==> src/hdl/olist_pkg.sv <==
// shared constants, types and helpers for the ordered list core
// no dependencies; imported by every module in hdl/
package olist_pkg;

  localparam int CAPACITY   = 16;
  localparam int DATA_WIDTH = 32;

  localparam int IDX_W = $clog2(CAPACITY);
  localparam int CNT_W = $clog2(CAPACITY + 1);
  localparam int PRE_STAGES = $clog2(CAPACITY);

  // item field widths
  localparam int MODE_W     = 2;
  localparam int VALUE_W    = 32;
  localparam int POSITION_W = 4;
  localparam int LENGTH_W   = 5;

  typedef enum logic [MODE_W-1:0] {
    MODE_INSERT = 2'd0,
    MODE_SEARCH = 2'd1,
    MODE_REMOVE = 2'd2,
    MODE_CLEAR  = 2'd3
  } mode_t;

  typedef enum logic [1:0] {
    CELL_HOLD       = 2'd0,
    CELL_TAKE_LEFT  = 2'd1,
    CELL_TAKE_RIGHT = 2'd2
  } cell_op_t;

  typedef struct packed {
    logic     cmp_en;
    cell_op_t op;
  } cell_ctrl_t;

  // sign-extend or truncate the item value to the stored width
  function automatic logic [DATA_WIDTH-1:0] to_key(input logic signed [VALUE_W-1:0] v);
    return DATA_WIDTH'(v);
  endfunction

endpackage

==> src/hdl/olist_cell.sv <==
// one list slot: holds an entry, compares it and shifts toward either neighbor
// depends on olist_pkg
module olist_cell (
  input  logic                         clk,
  input  olist_pkg::cell_ctrl_t        ctrl,
  input  logic                         occupied,
  input  logic [olist_pkg::DATA_WIDTH-1:0] cmp_key,
  input  logic [olist_pkg::DATA_WIDTH-1:0] left_data,
  input  logic [olist_pkg::DATA_WIDTH-1:0] right_data,
  output logic [olist_pkg::DATA_WIDTH-1:0] data,
  output logic                         match
);
  import olist_pkg::*;

  always_ff @(posedge clk) begin
    if (ctrl.cmp_en) begin
      match <= occupied && (data == cmp_key);
    end
    case (ctrl.op)
      CELL_TAKE_LEFT:  data <= left_data;
      CELL_TAKE_RIGHT: data <= right_data;
      default:         data <= data;
    endcase
  end

endmodule

==> src/hdl/olist_find.sv <==
// first-match resolver: parallel prefix or over the cell match bits,
// plus index encoding of the first match; depends on olist_pkg
module olist_find (
  input  logic [olist_pkg::CAPACITY-1:0] match,
  output logic [olist_pkg::CAPACITY-1:0] at_or_after,
  output logic                           hit,
  output logic [olist_pkg::IDX_W-1:0]    index
);
  import olist_pkg::*;

  logic [CAPACITY-1:0] pre [PRE_STAGES+1];
  logic [CAPACITY-1:0] first;

  assign pre[0] = match;

  for (genvar s = 0; s < PRE_STAGES; s++) begin : g_stage
    for (genvar i = 0; i < CAPACITY; i++) begin : g_bit
      if (i >= (1 << s)) begin : g_or
        assign pre[s+1][i] = pre[s][i] | pre[s][i-(1<<s)];
      end else begin : g_pass
        assign pre[s+1][i] = pre[s][i];
      end
    end
  end

  assign at_or_after = pre[PRE_STAGES];
  assign hit         = at_or_after[CAPACITY-1];
  assign first       = at_or_after & ~(at_or_after << 1);

  always_comb begin
    index = '0;
    for (int i = 0; i < CAPACITY; i++) begin
      if (first[i]) begin
        index = index | IDX_W'(i);
      end
    end
  end

endmodule

==> src/hdl/ordered_list_insert_search_remove_core.sv <==
// top level of the ordered list core: a chain of list cells, the first-match
// resolver and the request/result handshake; depends on olist_pkg,
// olist_cell and olist_find
//
//   channel | signals                            | direction
//   --------+------------------------------------+----------
//   request | in_valid, in_stall, mode, value    | in
//   result  | out_valid, out_stall, hit,         | out
//           | position, length, rejected         |
//
// each item: the accept edge compares the value in every cell; the commit edge,
// once the result register is free, resolves the first match and shifts the cells
// a new item is taken only after the previous one has updated the cells
// rst (synchronous, active high) empties the list, drops out_valid and
// stalls the request channel
// a stalled result sits in the output register; the pending item waits for it
module ordered_list_insert_search_remove_core (
  input  logic                                 clk,
  input  logic                                 rst,
  input  logic                                 in_valid,
  output logic                                 in_stall,
  input  logic [olist_pkg::MODE_W-1:0]         mode,
  input  logic signed [olist_pkg::VALUE_W-1:0] value,
  output logic                                 out_valid,
  input  logic                                 out_stall,
  output logic                                 hit,
  output logic [olist_pkg::POSITION_W-1:0]     position,
  output logic [olist_pkg::LENGTH_W-1:0]       length,
  output logic                                 rejected
);
  import olist_pkg::*;

  // control
  logic                  busy;
  logic                  accept;
  logic                  commit;
  mode_t                 mode_q;
  logic [DATA_WIDTH-1:0] key_q;
  logic [DATA_WIDTH-1:0] cmp_key;
  logic [CNT_W-1:0]      count;
  logic [CNT_W-1:0]      count_next;
  logic                  full;

  // cell chain
  logic [DATA_WIDTH-1:0] cell_data [CAPACITY];
  logic [CAPACITY-1:0]   cell_match;
  cell_ctrl_t            cell_ctrl [CAPACITY];

  // first-match
  logic [CAPACITY-1:0]   at_or_after;
  logic                  found;
  logic [IDX_W-1:0]      found_idx;

  logic                  do_insert;
  logic                  do_remove;

  assign accept   = in_valid && !in_stall;
  // no item is taken while in reset
  assign in_stall = busy || rst;
  // result register free, or being emptied this cycle
  assign commit   = busy && (!out_valid || !out_stall);
  assign cmp_key  = to_key(value);
  assign full     = (count == CNT_W'(CAPACITY));

  assign do_insert = (mode_q == MODE_INSERT) && !full;
  assign do_remove = (mode_q == MODE_REMOVE) && found;

  olist_find u_find (
    .match       (cell_match),
    .at_or_after (at_or_after),
    .hit         (found),
    .index       (found_idx)
  );

  for (genvar i = 0; i < CAPACITY; i++) begin : g_cell
    logic [DATA_WIDTH-1:0] left_d;
    logic [DATA_WIDTH-1:0] right_d;

    // head takes the new value on insert; tail refills with itself on remove
    if (i == 0) begin : g_head
      assign left_d = key_q;
    end else begin : g_left
      assign left_d = cell_data[i-1];
    end
    if (i == CAPACITY - 1) begin : g_tail
      assign right_d = cell_data[i];
    end else begin : g_right
      assign right_d = cell_data[i+1];
    end

    always_comb begin
      cell_ctrl[i].cmp_en = accept;
      cell_ctrl[i].op     = CELL_HOLD;
      if (commit && do_insert) begin
        cell_ctrl[i].op = CELL_TAKE_LEFT;
      end else if (commit && do_remove && at_or_after[i]) begin
        // every cell from the first match on closes the gap
        cell_ctrl[i].op = CELL_TAKE_RIGHT;
      end
    end

    olist_cell u_cell (
      .clk        (clk),
      .ctrl       (cell_ctrl[i]),
      .occupied   (CNT_W'(i) < count),
      .cmp_key    (cmp_key),
      .left_data  (left_d),
      .right_data (right_d),
      .data       (cell_data[i]),
      .match      (cell_match[i])
    );
  end

  always_comb begin
    case (mode_q)
      MODE_INSERT: count_next = do_insert ? count + CNT_W'(1) : count;
      MODE_REMOVE: count_next = do_remove ? count - CNT_W'(1) : count;
      MODE_CLEAR:  count_next = '0;
      default:     count_next = count;
    endcase
  end

  // request capture
  always_ff @(posedge clk) begin
    if (rst) begin
      busy <= 1'b0;
    end else if (accept) begin
      busy <= 1'b1;
    end else if (commit) begin
      busy <= 1'b0;
    end
    if (accept) begin
      mode_q <= mode_t'(mode);
      key_q  <= cmp_key;
    end
  end

  // list length
  always_ff @(posedge clk) begin
    if (rst) begin
      count <= '0;
    end else if (commit) begin
      count <= count_next;
    end
  end

  // result register
  always_ff @(posedge clk) begin
    if (rst) begin
      out_valid <= 1'b0;
    end else if (commit) begin
      out_valid <= 1'b1;
    end else if (!out_stall) begin
      out_valid <= 1'b0;
    end
    if (commit) begin
      hit      <= 1'b0;
      position <= '0;
      if ((mode_q == MODE_SEARCH || mode_q == MODE_REMOVE) && found) begin
        hit      <= 1'b1;
        position <= POSITION_W'(found_idx);
      end
      length   <= LENGTH_W'(count_next);
      rejected <= (mode_q == MODE_INSERT) && full;
    end
  end

endmodule

==> config.mk <==
export PLATFORM = sky130hd
export DESIGN_NAME = ordered_list_insert_search_remove_core
export DESIGN_NICKNAME = d
export VERILOG_FILES = /design/src/hdl/olist_pkg.sv /design/src/hdl/olist_cell.sv /design/src/hdl/olist_find.sv /design/src/hdl/ordered_list_insert_search_remove_core.sv
export SDC_FILE = /design/constraint.sdc
export NUM_CORES = 1
export LEC_CHECK = 0
export ABC_AREA = 1
export BUFFER_PORTS_ARGS = -buffer_cell sky130_fd_sc_hd__buf_4
export CAP_MARGIN = 10
export CORE_MARGIN = 3
export CORE_UTILIZATION = 40
export CTS_CLUSTER_SIZE = 25
export DETAILED_ROUTE_END_ITERATION = 16
export PLACE_DENSITY_LB_ADDON = 0.05
export SYNTH_ARGS = -nofsm -noshare
export SYNTH_HDL_FRONTEND = slang
export SYNTH_SLANG_ARGS = --single-unit
==> constraint.sdc <==
create_clock -name clk -period 4.7 [get_ports clk]
set_input_delay 0.47 -clock clk [delete_from_list [all_inputs] [get_ports clk]]
set_output_delay 0.47 -clock clk [all_outputs]
set_load 0.05 [all_outputs]
Yosys cells after proc, flatten, opt, wreduce, memory -nomap -nowiden:

Index checks and enable logic that the tools add are counted.

* output and inout bits: 13
* memories kept: 0
* bits in latches: 0
* RAM bits: 0
* input bits: 38
* bits in registers: 580
* memory bits (read-only): 0

* add/sub/neg operators: 2
* div/mod/pow operators: 0
* multiply operators: 0
* reduce and logical (&&, ||, !) cells: 64
* shift-type cells: 0
* $lt $le $gt $ge: 16
* multiplexer cells: 70
* eq/ne operators: 52
* bitwise gates (word level): 51

Operators by type and width (count)
* 32-bit case mux with 2 select lines: 15
* 32-bit == test: 16
* 2-bit 2-to-1 mux: 34
* 1-bit bitwise OR: 49
* 1-bit logical AND: 40
* 4-bit by 5-bit less-than comparator with 1-bit output, first input constant: 8
* 2-bit by 1-bit == test with 1-bit output, second input constant: 17
* 2-bit == test, second input constant: 17
* 4-bit 2-to-1 mux: 8
* 2-bit nonzero test: 16
* 3-bit by 5-bit less-than comparator with 1-bit output, first input constant: 4
* 16-bit bitwise AND: 1
* 16-bit inverter: 1
* 5-bit case mux with 3 select lines: 1
* 3-bit 2-to-1 mux: 4
* 1-bit by 5-bit less-than comparator with 1-bit output, first input constant: 2
* 2-bit by 5-bit less-than comparator with 1-bit output, first input constant: 2
* 5-bit 2-to-1 mux: 2
* 1-bit 2-to-1 mux: 6
* 5-bit by 1-bit adder with 5-bit output, second input constant: 1
* 5-bit == test, second input constant: 1
* 5-bit by 1-bit subtractor with 5-bit output, second input constant: 1
* 1-bit zero test: 4
* 1-bit logical OR: 3
* 2 further kinds: 2

Logic depth before layout (Yosys ltp):

* depth after elaboration: 21
* gate-level depth with buffers: 12
* depth with buffers taken out: 10

Modules after synthesis:

From an unflattened synthesis, not the netlist that was laid out.

* cell total of the unflattened synthesis: 3686
* area total of the unflattened synthesis: 36984.2 sq um

Modules (own cells, without submodules)
* olist_cell: times used 16, sequential area each 991.0 sq um, cells an instance 210, area an instance 2135.8 sq um
* ordered_list_insert_search_remove_core: times used 1, sequential area each 1491.4 sq um, cells an instance 219, area an instance 2312.2 sq um
* olist_find: times used 1, sequential area each 0.0 sq um, cells an instance 107, area an instance 499.2 sq um

Least setup slack after synthesis:

OpenSTA, ideal clock, no wires.

* kind: reg2reg
* from: register count[0]
* to: register g_cell[6].u_cell.data[0] (netlist bit) (enable)
* setup time: 0.466 ns
* data required time: 4.234 ns
* clock period less this slack: 4.693 ns
* arrival: 4.228 ns
* slack: 0.007 ns
* cell stages (with the launch flop): 9
* cell sequence: dfxtp_1 -> inv_1 -> ha_1 -> nand3_1 -> nand2_2 -> nor2_1 -> inv_2 -> clkbuf_1 -> o21ai_0

* cells in the longest elaborated chain, start to end: 7
* elaborated cells on any way between the ends: 8
* classes of those cells: 3 x eq/ne; 1 x mux; 4 x reduce/logical

RTL lines
* start: declaration: RTL line ordered_list_insert_search_remove_core.sv:40 `logic [CNT_W-1:0] count;`
* start signal: assignment: RTL line ordered_list_insert_search_remove_core.sv:143 `count <= count_next;`
* 5-bit == test *: RTL line ordered_list_insert_search_remove_core.sv:63 `assign full = (count == CNT_W'(CAPACITY));`
* 1-bit zero test *: RTL line ordered_list_insert_search_remove_core.sv:65 `assign do_insert = (mode_q == MODE_INSERT) && !full;`
* 1-bit logical AND *: RTL line ordered_list_insert_search_remove_core.sv:65
* 1-bit logical AND *: RTL line ordered_list_insert_search_remove_core.sv:94 `if (commit && do_insert) begin`
* 2-bit 2-to-1 mux *: RTL line ordered_list_insert_search_remove_core.sv:94
* 2-bit by 1-bit == test with 1-bit output / 2-bit == test (equally long branches): RTL line olist_cell.sv:19 `case (ctrl.op)`
* 2-bit nonzero test (no source line) *
* end signal: assignment: RTL line olist_cell.sv:20 `CELL_TAKE_LEFT: data <= left_data;`
* end signal: assignment: RTL line olist_cell.sv:21 `CELL_TAKE_RIGHT: data <= right_data;`
* end signal: assignment: RTL line olist_cell.sv:22 `default: data <= data;`
* end: declaration: RTL line olist_cell.sv:10 `output logic [olist_pkg::DATA_WIDTH-1:0] data,`

Mark *: on every way between the ends. The rest lies on a longest branch, timed or not.
A chain may end at the register's enable or synchronous reset.

Worst setup path after layout:

* from: register mode_q[0]
* to: register g_cell[1].u_cell.data[20] (netlist bit), data pin

* cells in the longest elaborated chain, start to end: 8
* elaborated cells on any way between the ends: 12
* classes of those cells: 3 x eq/ne; 3 x mux; 6 x reduce/logical

RTL lines
* start: declaration: RTL line ordered_list_insert_search_remove_core.sv:37 `mode_t mode_q;`
* start signal: assignment: RTL line ordered_list_insert_search_remove_core.sv:133 `mode_q <= mode_t'(mode);`
* 2-bit == test: RTL line ordered_list_insert_search_remove_core.sv:66 `assign do_remove = (mode_q == MODE_REMOVE) && found;`
* 1-bit logical AND: RTL line ordered_list_insert_search_remove_core.sv:66
* 1-bit logical AND (2 in a row): RTL line ordered_list_insert_search_remove_core.sv:96 `end else if (commit && do_remove && at_or_after[i]) begin`
* 2-bit 2-to-1 mux: RTL line ordered_list_insert_search_remove_core.sv:96
* 2-bit 2-to-1 mux *: RTL line ordered_list_insert_search_remove_core.sv:94
* 2-bit == test / 2-bit by 1-bit == test with 1-bit output (equally long branches): RTL line olist_cell.sv:19
* 32-bit case mux with 2 select lines *: RTL line olist_cell.sv:19
* end signal: assignment: RTL line olist_cell.sv:20
* end signal: assignment: RTL line olist_cell.sv:21
* end signal: assignment: RTL line olist_cell.sv:22
* end: declaration: RTL line olist_cell.sv:10

Marked as above.

==> key figures <==
Status
  • Outcome: completed

Cells and area
  • Fraction of layout cells with a size suffix above 1: 7.406%
  • Final instance area: 0.03431 mm^2
  • Commonest non-fill, non-tap cells in the layout: nand2_1, edfxtp_1, inv_1, o21ai_0, nor2_1
  • Synth-to-layout area growth: 11.72%
  • Filler cell count: 7336
  • Commonest non-fill, non-tap cell in the layout: nand2_1
  • Nets: 3377

Clock tree
  • CTS tree: built
  • Clk root buf: clkbuf_16
  • Resize count post-CTS: 0
  • Hold Buf Count CTS: 0
  • H-tree depth: 3
  • CTS sink cnt: 580
  • Maximum clock insertion buffer count: 3
  • Clock transition at path regs: 0.06 ns
  • Clock Latency Late Sink: 0.63 ns
  • Post-CTS setup buffers: 0
  • CTS buffer count: 71

Power
  • Final Power: 13.10 mW
  • Part of the power in registers: 47.0%
  • Comb pwr share: 10.8%
  • Power per Cell Area: 381.7 mW/mm^2
  • Leakage: 13.64 nW
  • Sw Ratio: 27.26%
  • Pint: 9.525 mW
  • Net Switching: 3.570 mW
  • Clk pwr share: 42.2%
  • Worst VDD drop: 0.2267 mV

Min path
  • Hold depth: 1
  • Hold Path End: mode_q[0]$_DFFE_PP_
  • Worst Hold Launch: mode[0]
  • Worst hold path type: in -> reg

Placed design
  • Pre-CTS setup slack: 1.219 ns
  • Port Buffers: 50
  • HPWL after DPL: 99490 um
  • Placed Area: 0.03203 mm^2
  • GP Congestion: 0.9414

Timing
  • Slew HR: 11.96%
  • Setup violations, final: 0
  • Final Hold Viols: 0
  • RSZ-0062 raised after global routing: no
  • Setup TNS: 0 ns
  • Crit share post-route: 71.88%
  • Worst Skew: 0.03284 ns
  • FMAX: 0.2960 GHz
  • Actual slew at the worst max-slew pin: 1.319 ns
  • Minimum clock period after layout: 3.378 ns
  • Final Max Slew Viols: 0
  • Final setup margin: 1.322 ns

Route
  • Post-route ant nets: 0
  • Vias per Instance: 6.054
  • Pre-Repair DR Iteration Count: 7
  • Remaining DRCs: 0
  • Routed WL per cell: 31.76 um
  • WL final: 140100 um
  • Initial DRC count: 4387
  • Total vias in the final route: 26704

Synth
  • Compound-cell area share of the yosys netlist: 13.87%
  • Post-synthesis cell area: 0.03071 mm^2
  • Largest family of logic cells by synthesized area: simple AND/OR/NAND/NOR gates
  • Synth Area in Simple Gates: 16.12%
  • Avg Synthesized Cell Area: 9.202 um^2
  • XOR/XNOR Fraction of Synth Area: 5.534%
  • Register area share after synthesis: 56.49%
  • Net Count, Synth: 3382
  • Top_reg_cell synth: edfxtp_1
  • Cells after Synth: 3337
  • Synth Warn #: 0
  • Synth Area in Adders: 0.2852%
  • Cell variety after synth: 46
  • Share of async-settable or async-resettable flops after synthesis: 0%
  • Cells taking the most area after synthesis: edfxtp_1, nand2_1, o21ai_0
  • Leading area contributor after synthesis: edfxtp_1
  • Share of the synthesized area in the top cell type: 56.04%
  • Mux share of post-synthesis cell area: 0%
  • Post-synth EDFFs: 573
  • FF+latch count, synth: 580

Die
  • Rows: 100
  • Core area: 0.07520 mm^2
  • Ports: 51
  • Starting Density: 40.83%
  • Chip Height: 283.1 um
  • Die area: 0.08013 mm^2
  • DIE WIDTH: 283.1 um

Setup path
  • WP data required: 5.01 ns
  • Startpoint Class: flop
  • Worst r2r dst: g_cell[1].u_cell.data[20]$_DFFE_PP_
  • Setup crit end kind: flop
  • FF-to-FF path depth: 7
  • RR Startpoint: mode_q[0]$_DFFE_PP_
  • Crit path kind: reg -> reg
  • Worst-path fanout max: 57
  • Worst reg-to-reg setup slack: 1.32 ns
  • CP arrival: 3.69 ns

GRT
  • First-pass GRT wire length: 193400 um
  • Largest net degree at the start of global routing: 65
  • Initial antenna violation count: 7
  • Vias in the first global route: 24692
  • Total GRT Usage: 34.00%
  • Total grt overflow: 0

Flow run
  • Max_cap viols: 0
==> how the worst max path moves through the flow <==
stage                     cells after the start                                   to  slack, ns                             start
final                                         7  g_cell[1].u_cell.data[20]$_DFFE_PP_       1.32               mode_q[0]$_DFFE_PP_
after global routing                          9  g_cell[1].u_cell.data[20]$_DFFE_PP_       1.08  g_cell[0].u_cell.match$_DFFE_PP_
after CTS                                     9  g_cell[1].u_cell.data[20]$_DFFE_PP_       1.35  g_cell[0].u_cell.match$_DFFE_PP_
after detailed placement                      9  g_cell[1].u_cell.data[20]$_DFFE_PP_       1.22                         out_stall
after global placement                        9  g_cell[1].u_cell.data[20]$_DFFE_PP_       1.18                         out_stall
after floorplan                               8   g_cell[6].u_cell.data[0]$_DFFE_PP_      0.007             count[0]$_SDFFE_PP0P_
==> area by class of cell <==
cell class                 count  area (um^2)  area share (%)
sequential                   580        17350           50.57
antenna                        2        5.005         0.01459
inverter                     417         1565           4.563
timing repair buffer          94        718.2           2.094
multi-input combinational   2168        11130           32.44
clock inverter                31        279.0          0.8133
clock buffer                  99         1987           5.792
tap                         1020         1276           3.720
==> logic make-up (layout without fill, tap and decap cells) <==
group	after synthesis	in the layout
XOR/XNOR	194	194
adder cells (fa/ha/maj)	7	7
buffers and inverters	589	641
AO/OA/AOI/OAI	754	754
AND/OR/NAND/NOR	1213	1213
flip-flops	580	580
other	0	2
==> per-layer routing <==
layer | routed length [um] | share of wire [%] | GRT usage, %
met2 | 56700 | 40 | 47.40
met3 | 17480 | 12 | 8.995
met1 | 58760 | 42 | 49.70
met5 | 20 | 0.014 | 0
met4 | 7155 | 5.1 | 14.36
==> cell usage after synthesis, types with 7 or more instances <==
| cell | number |
|---|---|
| nand2_1 | 735 |
| edfxtp_1 | 573 |
| inv_1 | 400 |
| o21ai_0 | 339 |
| nor2_1 | 297 |
| o22ai_1 | 179 |
| xnor2_1 | 144 |
| a21oi_1 | 131 |
| nand3_1 | 93 |
| clkbuf_1 | 78 |
| buf_2 | 64 |
| xor2_1 | 50 |
| a221oi_1 | 43 |
| o21ai_1 | 37 |
| nand4_1 | 35 |
| buf_1 | 15 |
| clkinv_1 | 14 |
| nor3_1 | 12 |
| buf_4 | 11 |
| o21ai_2 | 10 |
| nand2_2 | 9 |
| dfxtp_1 | 7 |
| ha_1 | 7 |
| or2_2 | 7 |
==> flip-flops by register name, summed over array words and instances, names as in the netlist <==
signal	flops
g_cell.u_cell.data	512
g_cell.left_d	32
g_cell.u_cell.match	16
count	5
length	5
position	4
mode_q	2
busy	1
hit	1
out_valid	1
rejected	1
==> critical path, cell delays in order (launching register included) <==
cell and delay [ns]:
edfxtp_1 0.40, inv_1 0.11, ha_1 0.40, nand3_4 0.51, nor2_4 0.45, nand2_2 0.67
nand2_1 0.36, o21ai_0 0.12
==> power groups by stage <==
stage | Sequential (mW) | Combinational [mW] | Clock (mW)
floorplan | 6.17 | 0.768 | 0
global placement | 6.25 | 1.35 | 0
detailed placement | 6.25 | 1.36 | 0
CTS | 6.14 | 1.37 | 5.56
global route | 6.16 | 1.49 | 5.76
finish | 6.15 | 1.41 | 5.53
==> per-stage QoR <==
step | hold WS (ns) | utilization, % | cells
6_report | 0.02755 | 45.62 | 4411
3_3_place_gp | 0.4785 | 42.60 | 4279
2_1_floorplan | 0.4498 | - | 3337
3_5_place_dp | 0.4851 | 42.60 | 4279
4_1_cts | 0.006049 | 45.61 | 4409
5_1_grt | 0.01527 | 45.61 | 4409
(Power assumes the default switching activity.)
